## config.mk

```make
export PLATFORM = sky130hd
export DESIGN_NAME = icr_fl_cell
export DESIGN_NICKNAME = d
export VERILOG_FILES = /design/src/icr_pkg.sv /design/src/icr_fl_cell.sv
export SDC_FILE = /design/constraint.sdc
export NUM_CORES = 1
export LEC_CHECK = 0
export ABC_AREA = 1
export ABC_CLOCK_PERIOD_IN_PS = 1900
export BUFFER_PORTS_ARGS = -buffer_cell sky130_fd_sc_hd__buf_2
export CORE_AREA = 2 2 39 41
export CTS_CLUSTER_DIAMETER = 200
export DETAILED_ROUTE_END_ITERATION = 12
export DIE_AREA = 0 0 41 43
export PLACE_DENSITY = 0.78
export SYNTH_ARGS = -nofsm -noshare
export SYNTH_HDL_FRONTEND = slang
export SYNTH_SLANG_ARGS = --single-unit
export TNS_END_PERCENT = 50
```

## constraint.sdc

```tcl
create_clock -name clk_i -period 1.9 [get_ports clk_i]
set_clock_uncertainty 0.1 [all_clocks]
set_input_delay 0.475 -clock clk_i [delete_from_list [all_inputs] [get_ports clk_i]]
set_output_delay 0.475 -clock clk_i [all_outputs]
set_load 0.01 [all_outputs]
```

## src/icr_pkg.sv

```systemverilog
package icr_pkg;

  localparam int unsigned SlotCount = 64;
  localparam int unsigned OpW       = 2;
  localparam int unsigned KeyW      = 32;
  localparam int unsigned IdxW      = 6;
  localparam int unsigned StatusW   = 3;
  localparam int unsigned RefW      = 16;

  typedef enum logic [OpW-1:0] {
    OP_GET   = 2'd0,
    OP_FIND  = 2'd1,
    OP_PUT   = 2'd2,
    OP_DIRTY = 2'd3
  } op_e;

  typedef enum logic [StatusW-1:0] {
    ST_HIT       = 3'd0,
    ST_MISS      = 3'd1,
    ST_NOFREE    = 3'd2,
    ST_FOUND     = 3'd3,
    ST_ABSENT    = 3'd4,
    ST_RELEASED  = 3'd5,
    ST_UNDERFLOW = 3'd6,
    ST_MARKED    = 3'd7
  } status_e;

  typedef struct packed {
    logic            load;
    logic [KeyW-1:0] key;
    logic            inval;
    logic            refs_we;
    logic [RefW-1:0] refs;
    logic            dirty_we;
    logic            dirty;
  } slot_wr_t;

  typedef struct packed {
    logic push_head;
    logic push_tail;
    logic remove;
  } fl_cmd_t;

endpackage

```

## src/icr_fl_cell.sv

```systemverilog
module icr_fl_cell #(
  parameter int unsigned     SlotW     = 6,
  parameter logic [SlotW-1:0] ResetSlot = '0
) (
  input  logic             clk_i,
  input  logic             rst_ni,
  input  icr_pkg::fl_cmd_t cmd_i,
  input  logic [SlotW-1:0] slot_i,
  input  logic             at_tail_i,
  input  logic [SlotW-1:0] prev_slot_i,
  input  logic             prev_valid_i,
  input  logic             prev_pull_i,
  input  logic [SlotW-1:0] next_slot_i,
  input  logic             next_valid_i,
  output logic [SlotW-1:0] slot_o,
  output logic             valid_o,
  output logic             settled_o
);

  logic [SlotW-1:0] slot_q;
  logic             valid_q;

  always_ff @(posedge clk_i or negedge rst_ni) begin
    if (!rst_ni) begin
      slot_q  <= ResetSlot;
      valid_q <= 1'b1;
    end else if (cmd_i.push_head) begin
      slot_q  <= prev_slot_i;
      valid_q <= prev_valid_i;
    end else if (cmd_i.push_tail && at_tail_i) begin
      slot_q  <= slot_i;
      valid_q <= 1'b1;
    end else if (cmd_i.remove && valid_q && (slot_q == slot_i)) begin
      valid_q <= 1'b0;
    end else if (!valid_q) begin
      // hole moves one cell toward the tail
      slot_q  <= next_slot_i;
      valid_q <= next_valid_i;
    end else if (prev_pull_i) begin
      valid_q <= 1'b0;
    end
  end

  assign slot_o    = slot_q;
  assign valid_o   = valid_q;
  assign settled_o = valid_q || !next_valid_i;

endmodule

```

* Yosys cells after proc, flatten, opt, wreduce, memory -nomap -nowiden
Cells that the tools add are included.
Operators by class: shift operators 0, $lt $le $gt $ge 0, div/mod/pow operators 0, $mul 0, $add $sub $neg 0, reduce and logical (&&, ||, !) cells 6, multiplexer cells 9, eq/ne operators 3, bitwise logic cells 0
Operator list (number):
- $mux W6 | 4
- $eq A6 B6 Y1 | 1
- $mux W1 | 5
- $logic_and A1 B1 Y1 | 3
- $ne A3 B2 Y1 const B | 1
- $ne A3 B3 Y1 const B | 1
- $reduce_and A2 Y1 | 1
- $logic_not A1 Y1 | 1
- $logic_or A1 B1 Y1 | 1
Word-level totals: bits in writable memories 0, memories 0, bits in registers 7, bits in read-only memories 0, bits of input ports 27, latch bits 0

* Longest topological paths before layout
word-level depth 5, gate-level depth with buffers 9, depth with buffers taken out 9

* Worst setup path after synthesis
Ideal clock, no wire load.
kind flip-flop to output port, from reg valid_q, in the netlist valid_o, to out settled_o, buffers on the path 0, data required time 1325 ps, arrival 738 ps, setup slack 587 ps, cell stages (with the launch flop) 3, cell sequence dfstp_2 inv_1 nand2_1
Between the ends: word-level cells in the longest chain between the ends 1
Ends and longest elaborated chain:
- start: declaration | line icr_fl_cell.sv:21 | logic valid_q;
- start signal: assignment | line icr_fl_cell.sv:29 | valid_q <= prev_valid_i;
- start signal: assignment | line icr_fl_cell.sv:38 | valid_q <= next_valid_i;
- $logic_or A1 B1 Y1 | line icr_fl_cell.sv:46 | assign settled_o = valid_q || !next_valid_i;
- end: declaration | line icr_fl_cell.sv:17 | output logic settled_o
No other way between the ends.

* Worst setup path after layout
Same ends and word-level chain as after synthesis.

==> impl_metrics.toml <==
[layout]
num_antenna_cells = 0
drive_gt1_frac = 0.3361
utilization = 0.5425
final_area_sq_um = 750.7
final_cell_mix = "34 x buf_2, 30 x nand2_1, 13 x inv_1, 13 x o21ai_0, 6 x dfrtp_1"
nets = 147
syn_to_final_growth_pct = 36.36
final_common_cell = "buf_2"

[detailed_routing]
vias = 627
ant_nets = 0
drt-vias-per-instance = 4.644
wl_um = 1314
drt-wirelength-per-cell_um = 9.733
first_pass_iters = 4
drt-initial-drc-count = 8
drc_errors = 0

[placement]
hpwl_um = 1051
detailedPlace.worstSlack_ns = 0.4350
port_buffers = 34
place_congestion = 0.7946
dpl-instance-area_sq_um = 714.4

[sta]
setup_slack_ns = 0.2231
hold_violations = 0
tightestPinTransition_ns = 0.3716
finalSetupTns_ns = 0
max_freq_mhz = 596.3
rsz0062_at_grt = "no"
setup_viol = 0
min_period_ns = 1.677
slew_viol_final = 0
final.period_utilization = 0.8826
slew_headroom = 0.7514

[flow_run]
max-cap-violations = 0

[cts]
cts.path.max_buffers = 2
cts_resized = 0
clkTransAtPathRegs_ns = 0.05
cts_tree = "yes"
cts_made_buffers = 3
clock_sinks = 7
htree_num_levels = 1
clk_latency_ns = 0.25
post_cts_buffers = 0
clock-root-buffer = "clkbuf_4"

[die]
io_pins = 35
start_util = 0.3978
die-width_um = 41
die_area_sq_mm = 0.001763
core_area_sq_mm = 0.001384
row_count = 14
die_y_um = 43

[synth]
syn-num-nets = 109
syn_area_per_cell_sq_um = 6.714
synth_top_area_cell = "dfrtp_1"
synth-seq-cells = 7
yosysSeqAreaShare = 0.3205
synth_area_leaders = "dfrtp_1 27%, nand2_1 20%, o21ai_0 12%, inv_1 8.9%, mux2i_1 7.3%"
synth_warnings = 0
syn_inst = 82
netlist_area_sq_um = 550.5
ys_types = 13
yosysTopAreaCellShare = 0.2727

[run_status]
status = "finished, final reports clean"

[worst_setup_path]
cp_slowest_cell = "dfstp_2"
ff2ff_path_depth = 3
cp-start-kind = "register"
reg2reg_slack_ns = 0.51
endpoint_kind = "output pin"
critPathArrivalTime_ns = 1.10
path_cells = "inv_1, nand2_1, buf_2"
crit_family = "flip-flops"
r2r-end = "slot_o[3]"
cp.required_ns = 1.32
critPathMaxStageDelay_ns = 0.55
worstReg2RegStart = "valid_o"
critPathKind = "register to output pin"
path_max_fanout = 3
path_buf_inv = 2

[grt]
grt-ovfl-total = 0
grt_max_degree = 13
grt_pass1_wl_um = 2242
antenna_found_initial = 0
grt.total_usage = 0.1852
grt_pass1_vias = 598

[power_and_ir_drop]
powerDensity_mw_per_mm2 = 636.8
vdd_drop_max_mv = 0.3378
p_leak_nw = 0.4424

[hold_path]
hold-path-cell-count = 3
min_from = "prev_valid_i"
hp-class = "primary input to register"
hold_end = "valid_o"
## synthesized netlist by cell type
master and number:
a21oi_1 2, buf_6 3, dfrtp_1 6, dfstp_2 1
inv_1 13, mux2i_1 4, nand2_1 30, nand3_1 3
nor2_1 4, nor3_4 1, o21ai_0 13, xnor2_1 1
xor2_1 1
## report_power, final
part           switching (mW)  total, mW  internal (mW)
Clock                  0.0595      0.140         0.0804
Combinational          0.0796      0.149         0.0693
Sequential             0.0188      0.189          0.170
Total                   0.158      0.478          0.320
## flip-flops by register name, indices dropped and copies added, names as in the netlist
signal	cells
slot_o	6
valid_o	1
## what timing repair did
item	in CTS	in global routing
setup endpoints to repair	0	0
hold buffers	1	0
endpoints found under the hold margin	6	0
## layout make-up
type	count	area [sq um]
fill	145	633.1
multi-input combinational	59	291.5
timing repair buffer	36	187.7
sequential	7	176.4
inverter	13	48.80
clock buffer	4	26.28
tap	16	20.02
## layer usage
metal	track usage	wire length [um]	share of wire	up-vias
met3	0.03141	84	0.064	2
met5	0	0	0	-
li1	-	-	-	328
met1	0.2211	565	0.43	272
met4	0.1000	12	0.0091	0
met2	0.2969	651	0.50	25
## tightest hold or removal path, stage by stage
cell,delay (ns)
buf_2,0.10
nor2_1,0.09
a21oi_1,0.04
## stage by stage
| stage | hold WS [ns] | instances | power (mW) |
|---|---|---|---|
| floorplan | 0.07941 | 82 | 0.2791 |
| global placement | 0.2147 | 130 | 0.3353 |
| detailed placement | 0.2198 | 130 | 0.3400 |
| CTS | 0.3514 | 135 | 0.4822 |
| global route | 0.3510 | 135 | 0.5101 |
| finish | 0.3496 | 135 | 0.4781 |
## cells by family (layout without fill, tap and decap cells)
| family | Yosys count | in the layout | synth area share |
|---|---|---|---|
| flip-flops | 7 | 7 | 0.3205 |
| AND/OR/NAND/NOR | 38 | 38 | 0.2886 |
| buffers and inverters | 16 | 53 | 0.1500 |
| XOR/XNOR | 2 | 2 | 0.03182 |
| multiplexers | 4 | 4 | 0.07273 |
| AO/OA/AOI/OAI | 15 | 15 | 0.1364 |
## worst max-delay path by stage
stage / startpoint / end / slack [ns] / cells after the start
after floorplan: valid_o / settled_o / 0.59 / 2
after global placement: cmd_i[1] / slot_o[3] / 0.49 / 5
after detailed placement: cmd_i[1] / slot_o[3] / 0.43 / 5
after CTS: valid_o / settled_o / 0.22 / 3
after global routing: valid_o / settled_o / 0.14 / 3
final: valid_o / settled_o / 0.22 / 3
(Power assumes the default switching activity.)
