[config.mk]
export PLATFORM = sky130hd
export DESIGN_NAME = icr_slot_cell
export DESIGN_NICKNAME = d
export VERILOG_FILES = /design/src/icr_pkg.sv /design/src/icr_slot_cell.sv
export SDC_FILE = /design/constraint.sdc
export NUM_CORES = 1
export LEC_CHECK = 0
export ABC_CLOCK_PERIOD_IN_PS = 1300
export BUFFER_PORTS_ARGS = -buffer_cell sky130_fd_sc_hd__buf_2
export CORE_UTILIZATION = 25
export CTS_CLUSTER_DIAMETER = 60
export DETAILED_ROUTE_END_ITERATION = 12
export HOLD_SLACK_MARGIN = 0.08
export PLACE_DENSITY = 0.48
export SYNTH_ARGS = -nofsm -noshare
export SYNTH_HDL_FRONTEND = slang
export SYNTH_SLANG_ARGS = --single-unit
[constraint.sdc]
create_clock -name clk_i -period 1.3 [get_ports clk_i]
set_clock_uncertainty 0.05 [all_clocks]
set_input_delay 0.26 -clock clk_i [delete_from_list [all_inputs] [get_ports clk_i]]
set_output_delay 0.26 -clock clk_i [all_outputs]
set_load 0.02 [all_outputs]
[src/icr_pkg.sv]
package icr_pkg;

  localparam int unsigned SlotCount = 64;
  localparam int unsigned OpW       = 2;
  localparam int unsigned KeyW      = 32;
  localparam int unsigned IdxW      = 6;
  localparam int unsigned StatusW   = 3;
  localparam int unsigned RefW      = 16;

  typedef enum logic [OpW-1:0] {
    OP_GET   = 2'd0,
    OP_FIND  = 2'd1,
    OP_PUT   = 2'd2,
    OP_DIRTY = 2'd3
  } op_e;

  typedef enum logic [StatusW-1:0] {
    ST_HIT       = 3'd0,
    ST_MISS      = 3'd1,
    ST_NOFREE    = 3'd2,
    ST_FOUND     = 3'd3,
    ST_ABSENT    = 3'd4,
    ST_RELEASED  = 3'd5,
    ST_UNDERFLOW = 3'd6,
    ST_MARKED    = 3'd7
  } status_e;

  typedef struct packed {
    logic            load;
    logic [KeyW-1:0] key;
    logic            inval;
    logic            refs_we;
    logic [RefW-1:0] refs;
    logic            dirty_we;
    logic            dirty;
  } slot_wr_t;

  typedef struct packed {
    logic push_head;
    logic push_tail;
    logic remove;
  } fl_cmd_t;

endpackage

[src/icr_slot_cell.sv]
module icr_slot_cell (
  input  logic                     clk_i,
  input  logic                     rst_ni,
  input  logic [icr_pkg::KeyW-1:0] cmp_key_i,
  input  logic                     wr_en_i,
  input  icr_pkg::slot_wr_t        wr_i,
  output logic                     match_o,
  output logic                     valid_o,
  output logic                     dirty_o,
  output logic [icr_pkg::RefW-1:0] refs_o
);

  logic [icr_pkg::KeyW-1:0] key_q;
  logic                     valid_q;
  logic                     dirty_q;
  logic [icr_pkg::RefW-1:0] refs_q;

  always_ff @(posedge clk_i or negedge rst_ni) begin
    if (!rst_ni) begin
      key_q   <= '0;
      valid_q <= 1'b0;
      dirty_q <= 1'b0;
      refs_q  <= '0;
    end else if (wr_en_i) begin
      if (wr_i.load) begin
        key_q   <= wr_i.key;
        valid_q <= 1'b1;
      end
      if (wr_i.inval) begin
        valid_q <= 1'b0;
      end
      if (wr_i.refs_we) begin
        refs_q <= wr_i.refs;
      end
      if (wr_i.dirty_we) begin
        dirty_q <= wr_i.dirty;
      end
    end
  end

  assign match_o = valid_q && (key_q == cmp_key_i);
  assign valid_o = valid_q;
  assign dirty_o = dirty_q;
  assign refs_o  = refs_q;

endmodule

# Word level (Yosys, flattened, before mapping)
# Index checks and enable logic that the tools add are counted.
[totals]
ff_bits = 50
in_bits = 88
wordCells = 13
[op_classes]
eq_ne = 1
mux = 2
n_reduce_logical = 6
[ops]
columns = ["op", "count"]
rows = [
  ["$eq A32 B32 Y1", 1],
  ["$reduce_and A2 Y1", 4],
  ["$mux W1", 2],
  ["$reduce_bool A2 Y1", 1],
  ["$logic_and A1 B1 Y1", 1],
]

# Depth between registers and ports, before layout
[depth]
ltp_word = 2
mapped_depth = 4

# Worst setup path after synthesis
# Ideal clock, no wire load.
[synth_path]
path_type = "reg-to-output"
startpoint = "register key_q[0] in the netlist's numbering"
endpoint = "output match_o"
arrival_ps = 1143
required_time_ps = 990
slack_ps = -153
path_stages_with_launch = 5
path_buffers = 0
cell_sequence = "dfrtp_1 -> xnor2_1 -> nand4_1 -> nor4_1 -> and4_1"
[synth_via]
elab_chain_len = 2
[synth_lines]
columns = ["item", "line", "text"]
rows = [
  ["start: declaration", "icr_slot_cell.sv:13", "logic [icr_pkg::KeyW-1:0] key_q;"],
  ["start signal: assignment", "icr_slot_cell.sv:26", "key_q <= wr_i.key;"],
  ["$eq A32 B32 Y1", "icr_slot_cell.sv:41", "assign match_o = valid_q && (key_q == cmp_key_i);"],
  ["$logic_and A1 B1 Y1", "icr_slot_cell.sv:41", ""],
  ["end: declaration", "icr_slot_cell.sv:7", "output logic match_o,"],
]
# No other way between the ends.

# Worst setup path in the final report
[layout_path]
startpoint = "register key_q[7] in the netlist's numbering"
endpoint = "output match_o"
# The elaborated chain is that of the path after synthesis.

==> results.py <==
metrics = {
    "final_layout": {
        "drive_gt1_share_pct": 51.8,
        "final-instance-count-excl-fill": 382,
        "fillers": 896,
        "area_growth_pct": 38.4,
        "multi_input_area_sq_um": 980,
        "nNetsFinal": 361,
        "final_cell_area_sq_mm": 0.00315,
        "regArea_sq_mm": 0.00125,
        "antenna_cells": 0,
    },
    "synthesis": {
        "synth_edf_count": 0,
        "synth_top_area_share_pct": 55.0,
        "synth.yosys.seq_area_share_pct": 55.0,
        "ys_warn_count": 0,
        "synth_common_cells": "dfrtp_1, mux2_1, xnor2_1",
        "synthesis.nets": 244,
        "synth_area_sq_mm": 0.00227,
        "ys_async_sr_fraction_pct": 100,
        "ys_seq_elements": 50,
        "synthCells": 156,
        "synth_cell_types": 19,
        "syn_area_per_cell_sq_um": 14.6,
        "yosysMostFrequentCell": "dfrtp_1",
        "synth_flop_cell": "dfrtp_1",
        "ys_top_cells_by_area": "dfrtp_1, mux2_1, xnor2_1, mux2_4, mux2_2",
        "synth_area_leader_cell": "dfrtp_1",
    },
    "floorplan": {
        "die_y_um": 97.4,
        "num_rows": 34,
        "initial_core_util_pct": 26.0,
        "io_pins": 107,
        "die_w_um": 97.4,
        "die-area_sq_mm": 0.00948,
        "core_region_area_sq_mm": 0.00876,
    },
    "cts": {
        "cts_sinks": 50,
        "cts_tree": "built",
        "cts.clk_slew.worst_paths_ns": 0.10,
        "h-tree-depth": 2,
        "cts_buffers": 5,
        "clk_latency_ns": 0.30,
        "cts_root_buf": "clkbuf_8",
        "clockBufferDepth": 2,
    },
    "job": {
        "cap_violations": 0,
    },
    "power_and_ir_drop": {
        "p_sw_w": 0.00102,
        "vdd_ir_drop_max_v": 0.000469,
        "internal_power_w": 0.00286,
        "finalPower_w": 0.00388,
        "p_sw_share_pct": 26.2,
        "leakage_nw": 1.49,
        "power.share.sequential_pct": 49.5,
        "clkPwrFrac_pct": 27.8,
        "powerDensity_mw_per_mm2": 1230,
        "p_comb_share_pct": 22.7,
    },
    "drt": {
        "drt_iter0_markers": 6,
        "wl_met2_mm": 2.01,
        "drtPass1Iterations": 3,
        "wl_met1_mm": 2.33,
        "wire_per_inst_um": 12.6,
        "via_count": 1599,
        "totalWireLength_mm": 4.83,
        "viasPerCell": 4.19,
        "wl_met3_um": 457,
        "drc_errors": 0,
        "ant_nets": 0,
        "top_layer": "met4",
    },
    "worst_setup_path": {
        "worstPathRequired_ns": 0.99,
        "cp_slowest_cell": "dfrtp_1",
        "path_class": "reg -> out",
        "crit_family": "simple AND/OR/NAND/NOR gates",
        "crit_path_end_kind": "primary output",
        "path_cells": "xnor2_2, nand4_1, nor4_2, buf_4, and4_4, buf_6",
        "start_kind": "flip-flop",
        "worst-path-buf-inv": 2,
        "critical_path_arrival_ns": 1.80,
        "path_max_fanout": 2,
        "slowest_delay_ns": 0.41,
    },
    "placed_design": {
        "place_area_sq_mm": 0.00299,
        "place_ws_ns": -0.749,
        "placed_cells": 372,
        "dpl.hpwl_mm": 3.62,
        "port_buffers": 106,
        "place_congestion": 0.684,
    },
    "sta": {
        "finalMaxSlewViolations": 0,
        "relSlewSlack_pct": 81.6,
        "setup_slack_ns": -0.811,
        "finalCritPeriodShare_pct": 162,
        "hold_viol": 0,
        "min_period_ns": 2.11,
        "max_freq_mhz": 474,
        "worst_pin_slew_ns": 0.273,
        "worst_hold_slack_ns": 0.115,
        "rsz0062_at_grt": "true",
        "finalSetupViolations": 1,
    },
    "global_route": {
        "grt.total_usage_pct": 11.1,
        "grt_overflow": 0,
        "grt_max_degree": 51,
        "grt_pass1_wl_mm": 8.29,
        "antenna_found_initial": 0,
        "grt_pass1_vias": 1719,
    },
    "hold_path": {
        "worstHoldPathType": "in -> reg",
    },
    "run_status": {
        "violations": "setup timing",
        "status": "complete, but fails checks",
    },
}
-- flip-flops by register name, summed over array words and instances (netlist names) --
name     cells
valid_o      1
refs_o      16
dirty_o      1
key_q       32
-- what timing repair did --
action,4_1_cts,5_1_grt
buffers inserted,0,1
hold buffers,2,0
gates cloned,0,0
endpoints found under the setup margin,2,2
pin swaps,3,1
resized for setup,6,2
hold endpoints to repair,51,0
-- layout by cell type (no fill, tap or decap) --
cell	n
a21oi_1	3
a22o_1	1
and4_4	1
buf_12	4
buf_2	104
buf_4	1
buf_6	3
bufinv_16	1
clkbuf_1	2
clkbuf_8	5
dfrtp_1	50
dlygate4sd3_1	2
inv_1	4
mux2_1	30
mux2_2	9
mux2_4	10
nand2_1	1
nand2_2	2
nand3_1	1
nand4_1	6
nor3_1	1
nor4_1	1
nor4_2	1
o21ai_0	1
o22ai_1	1
xnor2_1	27
xnor2_2	1
xor2_1	1
-- layout make-up --
cell class                 count  share of cell area (%)
inverter                       4                   0.477
tap                          108                    4.29
sequential                    50                    39.7
clock buffer                   7                    2.42
timing repair buffer         114                    21.0
multi-input combinational     98                    31.1
clock inverter                 1                   0.954
-- metal layers --
layer | GRT usage, % | vias up
li1 | - | 773
met1 | 15.5 | 735
met2 | 15.9 | 86
met3 | 3.88 | 5
met4 | 3.39 | 0
met5 | 0 | -
-- final timing paths --
| check | end | slack [ns] | depth (start not counted) | from |
|---|---|---|---|---|
| setup / recovery | match_o | -0.81 | 6 | key_q[7] |
| hold / removal | key_q[29] | 0.12 | 2 | wr_i[49] |
| setup reg to reg | key_q[21] | 0.43 | 1 | key_q[21] |
| hold reg to reg | key_q[11] | 0.45 | 1 | key_q[11] |
| max in group asynchronous | refs_o[9] | 0.54 | 3 | rst_ni |
| min in group asynchronous | key_q[17] | 0.42 | 3 | rst_ni |
-- power groups by stage --
stage,Combinational (W),Clock [W],Sequential (W)
4_1_cts,0.000898,0.00115,0.00192
6_report,0.000880,0.00108,0.00192
3_5_place_dp,0.000885,0,0.00195
3_3_place_gp,0.000873,0,0.00195
5_1_grt,0.000977,0.00121,0.00196
2_1_floorplan,0.000432,0,0.00204
-- stage by stage --
step | util [%] | TNS, ns
final | 35.9 | -0.811
after global placement | 34.1 | -0.776
after detailed placement | 34.1 | -0.749
after CTS | 35.8 | -0.959
after floorplan | - | -0.139
after global routing | 35.9 | -0.990
-- kinds of logic (layout without fill, tap and decap cells) --
logic type             count (synthesis)  after routing  share of synthesized area (%)
flip-flops                            50             50                           55.0
multiplexers                          49             49                           25.9
XOR/XNOR                              29             29                           11.2
AND/OR/NAND/NOR                       14             14                           3.74
buffers and inverters                  8            126                           2.64
AO/OA/AOI/OAI                          6              6                           1.54
No activity file was read; power rests on OpenSTA's default activity.
